**config.mk**
```make
export PLATFORM = sky130hd
export DESIGN_NAME = lsv_merge
export DESIGN_NICKNAME = d
export VERILOG_FILES = /design/src/design/lsv_pkg.sv /design/src/design/lsv_merge.sv
export SDC_FILE = /design/constraint.sdc
export NUM_CORES = 1
export LEC_CHECK = 0
export ABC_CLOCK_PERIOD_IN_PS = 3450
export BUFFER_PORTS_ARGS = -buffer_cell sky130_fd_sc_hd__buf_2
export CAP_MARGIN = 20
export CELL_PAD_IN_SITES_DETAIL_PLACEMENT = 1
export CELL_PAD_IN_SITES_GLOBAL_PLACEMENT = 1
export CORE_ASPECT_RATIO = 1.4
export CORE_UTILIZATION = 39
export DETAILED_ROUTE_END_ITERATION = 6
export MAX_ROUTING_LAYER = met4
export PLACE_DENSITY = 0.83
export SLEW_MARGIN = 20
export SYNTH_ARGS = -nofsm -noshare
export SYNTH_HDL_FRONTEND = slang
export SYNTH_SLANG_ARGS = --single-unit
```
**constraint.sdc**
```tcl
create_clock -name clock -period 3.45 [get_ports clock]
set_input_delay 0.5175 -clock clock [delete_from_list [all_inputs] [get_ports clock]]
set_output_delay 0.5175 -clock clock [all_outputs]
set_load 0.05 [all_outputs]
```
**src/design/lsv_pkg.sv**
```systemverilog
package lsv_pkg;

   localparam int WORD_WIDTH_DEF    = 32;
   localparam int FRACTION_BITS_DEF = 16;

   // Pipeline depth of the front end (minors, cofactors, products, sums).
   localparam int FRONT_STAGES = 5;

   // Status that a division lane hands to the merging stage.
   typedef struct packed {
      logic big;   // quotient magnitude is at least two to the word width
      logic neg;   // quotient is negative
   } lane_flags_type;

   // Status of the determinant path.
   typedef struct packed {
      logic zero;  // exact determinant is zero
      logic sat;   // scaled determinant was clamped
   } det_flags_type;

endpackage

```
**src/design/lsv_merge.sv**
```systemverilog
module lsv_merge import lsv_pkg::*; #(
   parameter int WORD_WIDTH = WORD_WIDTH_DEF
) (
   input  logic                         clock,
   input  logic                         en,
   input  logic [WORD_WIDTH-1:0]        qmag [3],
   input  lane_flags_type               lflags [3],
   input  logic signed [WORD_WIDTH-1:0] det_word,
   input  det_flags_type                dflags,
   output logic signed [WORD_WIDTH-1:0] sol [3],
   output logic signed [WORD_WIDTH-1:0] det_value,
   output logic                         singular,
   output logic                         overflow
);

   localparam int W = WORD_WIDTH;
   localparam logic [W-1:0] MAX_WORD = {1'b0, {(W-1){1'b1}}};
   localparam logic [W-1:0] MIN_WORD = {1'b1, {(W-1){1'b0}}};

   logic signed [W-1:0] sol_ff [3];
   logic signed [W-1:0] det_ff;
   logic                singular_ff;
   logic                overflow_ff;

   logic signed [W-1:0] sol_in [3];
   logic [2:0]          sat_in;

   always_comb begin
      for (int i = 0; i < 3; i++) begin
         sat_in[i] = 1'b0;
         if (lflags[i].big) begin
            sat_in[i] = 1'b1;
            sol_in[i] = lflags[i].neg ? MIN_WORD : MAX_WORD;
         end else if (lflags[i].neg) begin
            sat_in[i] = qmag[i] > MIN_WORD;
            sol_in[i] = sat_in[i] ? MIN_WORD : (~qmag[i] + 1'b1);
         end else begin
            sat_in[i] = qmag[i][W-1];
            sol_in[i] = sat_in[i] ? MAX_WORD : qmag[i];
         end
         if (dflags.zero) begin
            sol_in[i] = '0;
         end
      end
   end

   always_ff @(posedge clock) begin
      if (en) begin
         sol_ff      <= sol_in;
         det_ff      <= dflags.zero ? '0 : det_word;
         singular_ff <= dflags.zero;
         overflow_ff <= !dflags.zero && ((|sat_in) || dflags.sat);
      end
   end

   assign sol       = sol_ff;
   assign det_value = det_ff;
   assign singular  = singular_ff;
   assign overflow  = overflow_ff;

endmodule
```
Word level (Yosys, flattened, before mapping). Cells that the tools add are included.

Bits in registers: 130. Input bits: 138. Output and inout bits: 130. Logic and storage cells: 40.

Add/subtract/negate cells: 3. $lt $le $gt $ge: 3. Multiplexer cells: 21. Bitwise logic cells: 3. Reduce and logical (&&, ||, !) cells: 4.

Operator list (number): 32-bit two-way mux (12); 32-bit by 1-bit adder with 32-bit output (second input constant) (3); 32-bit > comparator (second input constant) (3); 32-bit inverter (3); 31-bit two-way mux (3); 1-bit two-way mux (6); 3-bit OR reduction (1); 1-bit logical AND (1); 1-bit logical NOT (1); 1-bit logical OR (1).

Depth between registers and ports, before layout. Gate-level depths: netlist of run 1.

Depth after elaboration: 6. Mapped depth: 9. Depth with buffers taken out: 7.

Worst setup path before layout of run 1. OpenSTA, ideal clock, no wires.

Path type: input port to flip-flop. From: in qmag[0] (netlist bit). To: reg overflow_ff (netlist: overflow), data pin. Library setup time: 0.264 ns. Data arrival time: 2.404 ns. Required time: 3.186 ns. Slack: 0.782 ns. Stages: 8. Buffers on the path: 1. Cells stage by stage: inv_1 ha_1 or4b_1 or2_2 buf_2 nor4_4 nor2_1 o41a_1.

Word-level cells in the longest chain between the ends: 6.

RTL lines: from (decl) (line lsv_merge.sv:6) `input logic [WORD_WIDTH-1:0] qmag [3],`; 32-bit > comparator (line lsv_merge.sv:35) `sat_in[i] = qmag[i] > MIN_WORD;`; 1-bit two-way mux (line lsv_merge.sv:34) `end else if (lflags[i].neg) begin`; 1-bit two-way mux (line lsv_merge.sv:31) `if (lflags[i].big) begin`; 3-bit OR reduction (line lsv_merge.sv:52) `overflow_ff <= !dflags.zero && ((|sat_in) || dflags.sat);`; 1-bit logical OR (line lsv_merge.sv:52); 1-bit logical AND (line lsv_merge.sv:52); to (signal assigned) (line lsv_merge.sv:52); to (decl) (line lsv_merge.sv:23) `logic overflow_ff;`.

Every way passes these cells. A chain may end at the register's enable or synchronous reset.

Final worst setup path of run 1.
From: in qmag[0] (netlist bit). To: reg sol_ff, in the netlist sol[11], data pin.

Word-level cells in the longest chain between the ends: 5. Elaborated cells on any way between the ends: 6. Those cells by class: add/sub (1); order compare (1); mux (3); bitwise (1).

RTL lines: 32-bit inverter (line lsv_merge.sv:36) `sol_in[i] = sat_in[i] ? MIN_WORD : (~qmag[i] + 1'b1);`; 32-bit by 1-bit adder with 32-bit output (line lsv_merge.sv:36); 32-bit two-way mux * (line lsv_merge.sv:36); 32-bit two-way mux * (line lsv_merge.sv:34); 32-bit two-way mux * (line lsv_merge.sv:31); to (signal assigned) (line lsv_merge.sv:49) `sol_ff <= sol_in;`; to (decl) (line lsv_merge.sv:20) `logic signed [W-1:0] sol_ff [3];`.

Every way passes the cells marked *; elsewhere a longest branch is shown, timed or not.

==> run_results.csv, run 1 <==
group,metric,value,unit
die,fp.coreArea,0.0204,mm^2
placed_design,dpl.hpwl,20600,um
yosys,synth_edf_count,130,
yosys,synthFlopType,"edfxtp_1",
pwr,power.leakage,3.80,nW
route,initialDrtViolationCount,670,
grt,antenna_found_initial,0,
placed_design,port_buffers,267,
yosys,ys_ff_latch,130,
setup_path,path_max_fanout,11,
die,rows,62,
clock_tree,postCtsSetupBuffers,0,
clock_tree,cts-root-buf,"clkbuf_16",
clock_tree,cts_sinks,130,
cells_and_area,area_delta_synth_final,27.7,%
route,drcViolationCount,0,
grt,grt_pass1_vias,8306,
sta,clock.fmax,0.368,GHz
route,ant_nets,0,
die,pin_count,268,
cells_and_area,ff_latch_area,0.00390,mm^2
yosys,ys.warnings.count,0,
placed_design,gp_congestion,0.895,
setup_path,startpoint_type,"input port",
hold_path,hold_path_class,"input port to flip-flop",
route,avgRoutedWirePerCell,21.8,um
cells_and_area,mostFrequentLayoutCells,"265 x buf_2, 130 x edfxtp_1, 64 x nor3_1",
sta,tightest_slew,1.03,ns
sta,setup_viol,0,
route,viasPerCell,6.10,
grt,grt_overflow,0,
clock_tree,tritoncts,"built",
pwr,power_density,492,mW/mm^2
hold_path,worstHoldStart,"det_word[29]",
sta,period_needed,2.72,ns
clock_tree,cts_made_buffers,17,
yosys,syn_nets,942,
pwr,power,0.00509,W
clock_tree,clockBufferDepth,2,
setup_path,worstSetupStartpoint,"qmag[0]",
cells_and_area,drive_gt1_share,33.4,%
yosys,synth.avg_cell_area,10.1,um^2
yosys,synth_cell_types,69,
yosys,syn_inst,801,
yosys,seq_area_frac_synth,48.2,%
clock_tree,clk_pin_slew,0.06,ns
yosys,synth_area_leader_cell,"edfxtp_1",
route,vias,8079,
yosys,async_reset_ff_share,0,%
grt,grt_use_total,27.9,%
setup_path,crit_type,"input port to flip-flop",
yosys,synthTopCellsByArea,"edfxtp_1 48%, nor3_1 4.0%, a211oi_1 3.1%, nor2_1 2.8%, nor4_1 2.7%",
yosys,yosysTopAreaCellShare,48.2,%
die,die_area,0.0214,mm^2
sta,finalMaxSlewViolations,0,
grt,grt_pass1_wl,44300,um
clock_tree,post_cts_resized,0,
clock_tree,htreeDepth,4,
cells_and_area,final_common_cell,"buf_2",
grt,grt_max_degree,66,
sta,hold_viol_final,0,
cells_and_area,multi_input_area,0.00385,mm^2
cells_and_area,fillers,2380,
cells_and_area,nets,1197,
die,die_height,173,um
sta,slew_headroom,30.8,%
die,initial_utilization,39.7,%
sta,timing.final.crit_share,78.8,%
run,cap_violations,0,
pwr,peakVddDrop,0.000334,V
route,wirelength,28900,um
status,outcome,"finished, final reports clean",
yosys,netlist_area,0.00810,mm^2
clock_tree,ctsHoldBuffers,0,
sta,grt_setup_unrepaired,"false",
die,dieWidth,124,um
setup_path,cp.arrival,2.92,ns
sta,tns,0,ns
setup_path,cp-end-kind,"flip-flop",
cells_and_area,diodes,0,
route,dr.pass1.iters,5,
setup_path,crit_required,3.65,ns
-- stage by stage --
| step | hold WS, ns | std cells | utilization (%) | worst slack (ns) | cell area, um^2 |
|---|---|---|---|---|---|
| 2_1_floorplan | 0.616 | 801 | - | 0.782 | 8100 |
| 3_3_place_gp | 0.804 | 1293 | 47.6 | 0.561 | 9710 |
| 3_5_place_dp | 0.817 | 1293 | 47.6 | 0.331 | 9710 |
| 4_1_cts | 0.356 | 1324 | 50.7 | 0.829 | 10300 |
| 5_1_grt | 0.368 | 1324 | 50.7 | 0.596 | 10300 |
| 6_report | 0.366 | 1324 | 50.7 | 0.731 | 10300 |
-- power by group --
group          switching (W)  leakage (nW)  internal [W]
clock network       0.000731         0.301       0.00128
logic               0.000872          2.24      0.000277
registers          0.0000400          1.25       0.00189
total                0.00164          3.80       0.00344
-- sequential cells by signal, indices dropped and copies added (netlist names) --
name	flops
det_value	32
singular	1
sol	96
overflow	1
-- cell type report --
cell class	count	share of cell area, %
repair buffers	294	15.1
well taps	256	3.10
inverters	19	0.690
clock inverters	14	2.04
flip-flops and latches	130	37.7
clock buffers	17	4.11
multi-input cells	594	37.2
-- path summary, 6_finish.rpt --
| kind | end | cells past startpoint |
|---|---|---|
| setup / recovery | sol[11] | 9 |
| hold / removal | det_value[29] | 2 |
-- critical path, stage by stage --
cell     delay (ns)
buf_2          0.12
inv_1          0.07
ha_1           0.21
or4b_1         0.54
or2_2          0.44
nor4_4         0.23
nor2_1         0.15
buf_4          0.23
o31ai_1        0.40
-- layer usage --
metal	vias up	track usage, %	share of wire [%]	wire length [um]
met5	-	-	0	0
met4	0	12.1	3.1	898
met3	69	4.41	5.0	1450
met2	297	47.0	52	15100
met1	4005	32.2	40	11400
li1	3708	-	-	-
-- Yosys cell counts, types with 4 or more instances --
| library cell | number |
|---|---|
| a221oi_1 | 4 |
| o311ai_0 | 6 |
| nor2_1 | 61 |
| inv_1 | 17 |
| xnor2_1 | 9 |
| o31ai_1 | 28 |
| nor3_1 | 64 |
| a311oi_1 | 4 |
| a31oi_1 | 6 |
| nor4b_1 | 4 |
| nand2_1 | 32 |
| clkbuf_8 | 5 |
| nand4b_1 | 6 |
| o21ai_0 | 40 |
| mux2i_1 | 6 |
| nor2b_1 | 32 |
| buf_2 | 4 |
| edfxtp_1 | 130 |
| o41ai_1 | 4 |
| and3_1 | 5 |
| xor2_1 | 15 |
| or3_1 | 17 |
| or4_1 | 13 |
| nand2b_1 | 5 |
| nand3_1 | 8 |
| a211oi_1 | 33 |
| clkbuf_1 | 48 |
| mux2_2 | 13 |
| o211ai_1 | 21 |
| nand4_1 | 19 |
| a21oi_1 | 41 |
| nor4_1 | 35 |
| nor4_2 | 4 |
| nor3b_1 | 4 |
-- cells by family (layout without fill, tap and decap cells) --
family          count (synthesis)  after routing  share of synthesized area, %
compound gates                221            221                          18.8
flops                         130            130                          48.2
xor+xnor                       24             24                          2.60
buf+inv                        77            344                          4.34
fa+ha+maj                       3              3                         0.463
mux                            19             19                          2.55
simple gates                  327            327                          23.1
Power figures use the tool's default switching activity.
==> run 2, diff against run 1 <==
--- a/config.mk
+++ b/config.mk
@@ -5,7 +5,7 @@
 export SDC_FILE = /design/constraint.sdc
 export NUM_CORES = 1
 export LEC_CHECK = 0
-export ABC_CLOCK_PERIOD_IN_PS = 3450
+export ABC_CLOCK_PERIOD_IN_PS = 2800
 export BUFFER_PORTS_ARGS = -buffer_cell sky130_fd_sc_hd__buf_2
 export CAP_MARGIN = 20
 export CELL_PAD_IN_SITES_DETAIL_PLACEMENT = 1
==> constraint.sdc (replaced) <==
create_clock -name clock -period 2.8 [get_ports clock]
set_input_delay 0.42 -clock clock [delete_from_list [all_inputs] [get_ports clock]]
set_output_delay 0.42 -clock clock [all_outputs]
set_load 0.05 [all_outputs]
==> run_results.csv, run 2 (synthesis results as in run 1) <==
group,metric,value,unit
pwr,power.leakage,3.94,nW
cells_and_area,drive_gt1_share,35.0,%
die,fp.coreArea,0.0204,mm^2
route,wirelength,28600,um
route,ant_nets,0,
placed_design,dpl.hpwl,20900,um
sta,slew_headroom,39.0,%
clock_tree,postCtsSetupBuffers,0,
sta,tightest_slew,0.916,ns
pwr,peakVddDrop,0.000392,V
route,dr.pass1.iters,5,
route,avgRoutedWirePerCell,21.1,um
route,vias,8224,
setup_path,cp.arrival,2.61,ns
placed_design,port_buffers,267,
sta,finalMaxSlewViolations,0,
clock_tree,post_cts_resized,0,
cells_and_area,layout.cells.non_filler,1354,
clock_tree,htreeDepth,4,
grt,grt_pass1_wl,44600,um
grt,grt_max_degree,61,
die,initial_utilization,39.7,%
clock_tree,ctsHoldBuffers,0,
cells_and_area,mostFrequentLayoutCells,"265 x buf_2, 130 x edfxtp_1, 64 x nor3_1",
setup_path,worstSetupStartpoint,"qmag[50]",
cells_and_area,fillers,2373,
die,die_area,0.0214,mm^2
cells_and_area,ff_latch_area,0.00390,mm^2
hold_path,min_to,"det_value[28]",
die,dieWidth,124,um
placed_design,dp.cells,1322,
setup_path,crit_type,"input port to flip-flop",
hold_path,worstHoldStart,"det_word[28]",
setup_path,crit_required,3.03,ns
clock_tree,clk_pin_slew,0.06,ns
grt,grt_overflow,0,
die,rows,62,
sta,timing.final.crit_share,85.0,%
hold_path,hold_path_class,"input port to flip-flop",
clock_tree,clockBufferDepth,2,
cells_and_area,nets,1226,
route,viasPerCell,6.07,
clock_tree,cts_sinks,130,
grt,grt_pass1_vias,8232,
sta,grt_setup_unrepaired,"false",
pwr,power_density,595,mW/mm^2
setup_path,cp-end-kind,"flip-flop",
grt,grt_use_total,28.0,%
cells_and_area,area_delta_synth_final,30.3,%
setup_path,path_max_fanout,14,
sta,clock.fmax,0.420,GHz
sta,setup_viol,0,
clock_tree,cts_made_buffers,17,
sta,tns,0,ns
route,initialDrtViolationCount,696,
route,drcViolationCount,0,
sta,period_needed,2.38,ns
sta,hold_viol_final,0,
clock_tree,tritoncts,"built",
placed_design,gp_congestion,0.923,
die,die_height,173,um
hold_path,hold-path-cell-count,2,
clock_tree,cts-root-buf,"clkbuf_16",
cells_and_area,multi_input_area,0.00384,mm^2
pwr,power,0.00628,W
run,cap_violations,0,
grt,antenna_found_initial,1,
status,outcome,"finished, final reports clean",
cells_and_area,largest_reg_flops,96,
die,pin_count,268,
cells_and_area,final_common_cell,"buf_2",
setup_path,startpoint_type,"input port",
## run 2: changes by cell type in the layout (fill, tap and decap cells not counted), sizes merged
cell / delta
inv: +1
buf: +29
clkbuf: +2
clkinv: -2
clkinvlp: -1
diode: +1
## run 2: cell type report
| cell class | instances | area share (%) |
|---|---|---|
| sequential | 130 | 37.0 |
| inverter | 19 | 0.676 |
| timing repair buffer | 323 | 16.8 |
| clock buffer | 19 | 4.10 |
| clock inverter | 12 | 1.93 |
| multi-input combinational | 594 | 36.4 |
| tap | 256 | 3.03 |
| antenna | 1 | 0.0237 |
## run 2: critical path, stage by stage
cell and delay, ns:
buf_2 0.12, or4_4 0.55, or4_4 0.48, nor4_4 0.36, a21oi_2 0.31, nor4b_1 0.38
## run 2: worst max-delay path by stage
stage,endpoint,slack [ns],cells after the start
finish,sol[51],0.42,6
global route,sol[37],0.29,6
CTS,sol[51],0.43,6
detailed placement,sol[55],-0.05,6
global placement,sol[55],0.06,6
floorplan,overflow,0.23,8
## run 2: stage by stage
step | util [%] | hold slack, ns | instance area, um^2 | worst slack, ns
2_1_floorplan | - | 0.519 | 8100 | 0.230
3_5_place_dp | 48.6 | 0.717 | 9920 | -0.0520
5_1_grt | 51.7 | 0.275 | 10600 | 0.289
3_3_place_gp | 48.6 | 0.708 | 9920 | 0.0596
6_report | 51.7 | 0.275 | 10600 | 0.420
4_1_cts | 51.7 | 0.258 | 10600 | 0.429
## run 2: layer usage
| metal | wire [um] | part of all wire (%) | vias to the layer above | GRT usage [%] |
|---|---|---|---|---|
| met5 | 0 | 0 | - | - |
| met2 | 15100 | 53 | 344 | 47.8 |
| met1 | 11100 | 39 | 4055 | 32.4 |
| li1 | - | - | 3764 | - |
| met4 | 891 | 3.1 | 0 | 11.6 |
| met3 | 1490 | 5.2 | 61 | 3.75 |
## run 2: where the power goes
| group | switching [W] | internal (W) |
|---|---|---|
| clock | 0.000897 | 0.00158 |
| sequential | 0.0000486 | 0.00233 |
| combinational | 0.00107 | 0.000353 |
| total | 0.00201 | 0.00426 |
==> run 3, diff against run 2 <==
--- a/config.mk
+++ b/config.mk
@@ -5,16 +5,17 @@
 export SDC_FILE = /design/constraint.sdc
 export NUM_CORES = 1
 export LEC_CHECK = 0
+export ABC_AREA = 1
 export ABC_CLOCK_PERIOD_IN_PS = 2800
 export BUFFER_PORTS_ARGS = -buffer_cell sky130_fd_sc_hd__buf_2
 export CAP_MARGIN = 20
 export CELL_PAD_IN_SITES_DETAIL_PLACEMENT = 1
 export CELL_PAD_IN_SITES_GLOBAL_PLACEMENT = 1
 export CORE_ASPECT_RATIO = 1.4
-export CORE_UTILIZATION = 39
+export CORE_UTILIZATION = 37
 export DETAILED_ROUTE_END_ITERATION = 6
 export MAX_ROUTING_LAYER = met4
-export PLACE_DENSITY = 0.83
+export PLACE_DENSITY = 0.82
 export SLEW_MARGIN = 20
 export SYNTH_ARGS = -nofsm -noshare
 export SYNTH_HDL_FRONTEND = slang
==> run_results.csv, run 3 <==
group,metric,value,unit
route,vias,8725,
yosys,yosysTopAreaCellShare,45.4,%
yosys,synth_area_leader_cell,"edfxtp_1",
yosys,synthFlopType,"edfxtp_1",
yosys,synth.avg_cell_area,7.71,um^2
cells_and_area,fin_area,0.0108,mm^2
pwr,switching_power,0.00204,W
sta,clock.fmax,0.490,GHz
yosys,synth.most_common_cell,"nand2_1",
hold_path,hold-path-cell-count,3,
pwr,intPower,0.00387,W
pwr,seq_power_share,40.1,%
sta,period_needed,2.04,ns
route,drcViolationCount,0,
pwr,p_comb_share,24.3,%
die,initial_utilization,37.9,%
setup_path,crit_type,"input port to flip-flop",
yosys,syn_inst,1114,
grt,grt_max_degree,72,
route,dr.pass1.iters,4,
clock_tree,cts-root-buf,"clkbuf_16",
die,die_area,0.0238,mm^2
cells_and_area,mostFrequentLayoutCells,"265 x buf_2, 248 x nand2_1, 180 x nor2_1",
grt,grt_pass1_wl,46600,um
yosys,synth.top_cells.by_count,"248 x nand2_1, 180 x nor2_1, 130 x edfxtp_1",
pwr,power.share.switching,34.5,%
run,cap_violations,0,
sta,grt_setup_unrepaired,"false",
placed_design,port_buffers,267,
yosys,synth_edf_count,130,
setup_path,crit_required,3.06,ns
yosys,ys_ff_latch,130,
placed_design,dpl.hpwl,22800,um
yosys,async_reset_ff_share,0,%
pwr,power.leakage,4.58,nW
pwr,peakVddDrop,0.000427,V
setup_path,cp.arrival,2.31,ns
clock_tree,ctsHoldBuffers,0,
pwr,power_density,546,mW/mm^2
status,outcome,"finished, final reports clean",
cells_and_area,final_common_cell,"buf_2",
sta,hold_viol_final,0,
setup_path,path_max_fanout,24,
cells_and_area,area_delta_synth_final,26.0,%
route,avgRoutedWirePerCell,17.6,um
setup_path,startpoint_type,"input port",
pwr,clockPowerShare,35.6,%
hold_path,min_to,"det_value[31]",
sta,setup_viol,0,
setup_path,cp-end-kind,"flip-flop",
hold_path,worstHoldStart,"det_word[31]",
placed_design,gp_congestion,0.933,
clock_tree,post_cts_resized,0,
yosys,synthTopCellsByArea,"edfxtp_1 45%, nand2_1 11%, nor2_1 7.9%, a21oi_1 5.4%, inv_1 5.2%",
hold_path,hold_path_class,"input port to flip-flop",
cells_and_area,final_util,47.7,%
yosys,seq_area_frac_synth,45.4,%
yosys,ys.warnings.count,0,
sta,tns,0,ns
clock_tree,postCtsSetupBuffers,0,
yosys,synth_cell_types,36,
sta,finalMaxSlewViolations,0,
die,pin_count,268,
clock_tree,cts_sinks,130,
die,dieWidth,131,um
cells_and_area,nets,1513,
cells_and_area,fillers,2939,
route,wirelength,29800,um
route,viasPerCell,5.16,
clock_tree,clk_pin_slew,0.06,ns
route,ant_nets,0,
grt,antenna_found_initial,6,
grt,grt_pass1_vias,9081,
die,fp.coreArea,0.0227,mm^2
cells_and_area,drive_gt1_share,25.4,%
clock_tree,cts_made_buffers,17,
sta,slew_headroom,44.5,%
die,die_height,182,um
grt,grt_overflow,0,
sta,timing.final.crit_share,73.0,%
sta,tightest_slew,0.831,ns
clock_tree,htreeDepth,4,
clock_tree,clockBufferDepth,2,
cells_and_area,largest_reg_flops,96,
die,rows,65,
yosys,syn_nets,1255,
route,initialDrtViolationCount,353,
grt,grt_use_total,26.3,%
clock_tree,tritoncts,"built",
yosys,netlist_area,0.00859,mm^2
placed_design,place_area,0.0103,mm^2
[run 3: cell count changes in the layout (fill, tap and decap cells not counted), sizes merged, moves of 21 or more]
cell	before	now
nor2b	32	0
nor2	62	197
nor4	41	2
a21oi	43	96
nand3	8	74
a211oi	33	0
o211ai	21	0
buf	323	282
xor2	15	43
nand2	32	254
nor3	64	6
inv	20	120
o21ai	41	79
[run 3: metal layers]
| metal | GRT usage, % | vias up | part of all wire, % |
|---|---|---|---|
| met5 | - | - | 0 |
| met4 | 13.9 | 0 | 3.9 |
| met3 | 4.49 | 69 | 4.5 |
| met2 | 47.6 | 245 | 54 |
| met1 | 26.4 | 4194 | 37 |
| li1 | - | 4217 | - |
[run 3: worst max-delay path, cell delays in order]
cell,delay (ns)
buf_2,0.11
inv_1,0.08
ha_1,0.22
nand3_1,0.17
nor2_4,0.24
nand2_2,0.14
o21ai_4,0.22
nand2_4,0.10
nor2_8,0.30
nand2_1,0.10
a21oi_1,0.18
[run 3: power groups by stage]
| stage | combinational (W) | sequential [W] | clock, W |
|---|---|---|---|
| floorplan | 0.000371 | 0.00298 | 0 |
| global placement | 0.00141 | 0.00241 | 0 |
| detailed placement | 0.00144 | 0.00241 | 0 |
| CTS | 0.00145 | 0.00237 | 0.00214 |
| global route | 0.00154 | 0.00239 | 0.00222 |
| finish | 0.00144 | 0.00237 | 0.00210 |
[run 3: cell families (layout without fill, tap and decap cells)]
family                   count (synthesis)  in the layout  share of synthesized area (%)
AND/OR/NAND/NOR                        561            561                           28.1
AO/OA/AOI/OAI                          201            201                           12.7
buffers and inverters                  162            432                           7.53
flip-flops                             130            130                           45.4
XOR/XNOR                                57             57                           5.81
adder cells (fa/ha/maj)                  3              3                          0.437
other                                    0              6                              0
[run 3: through the flow]
stage | hold slack, ns | cells | power (W) | worst slack (ns)
after detailed placement | 0.714 | 1654 | 0.00385 | 0.360
after CTS | 0.245 | 1685 | 0.00596 | 0.793
final | 0.269 | 1691 | 0.00591 | 0.757
after floorplan | 0.519 | 1114 | 0.00335 | 0.871
after global placement | 0.698 | 1654 | 0.00382 | 0.424
after global routing | 0.269 | 1691 | 0.00615 | 0.591
[run 3: layout make-up]
cell class | instances | area [um^2] | area share, %
tap | 301 | 377 | 3.48
antenna | 6 | 15.0 | 0.139
timing repair buffer | 282 | 1500 | 13.8
multi-input combinational | 822 | 4040 | 37.3
clock inverter | 13 | 115 | 1.06
inverter | 119 | 447 | 4.13
clock buffer | 18 | 429 | 3.97
sequential | 130 | 3900 | 36.1
[run 3: how the worst max path moves through the flow]
| stage | startpoint | to | slack (ns) | depth (start not counted) |
|---|---|---|---|---|
| 3_3_place_gp | qmag[32] | sol[51] | 0.42 | 12 |
| 5_1_grt | qmag[0] | sol[10] | 0.59 | 11 |
| 4_1_cts | qmag[0] | sol[10] | 0.79 | 11 |
| 3_5_place_dp | qmag[0] | sol[10] | 0.36 | 11 |
| 2_1_floorplan | qmag[0] | sol[2] | 0.87 | 11 |
| 6_report | qmag[0] | sol[10] | 0.76 | 11 |
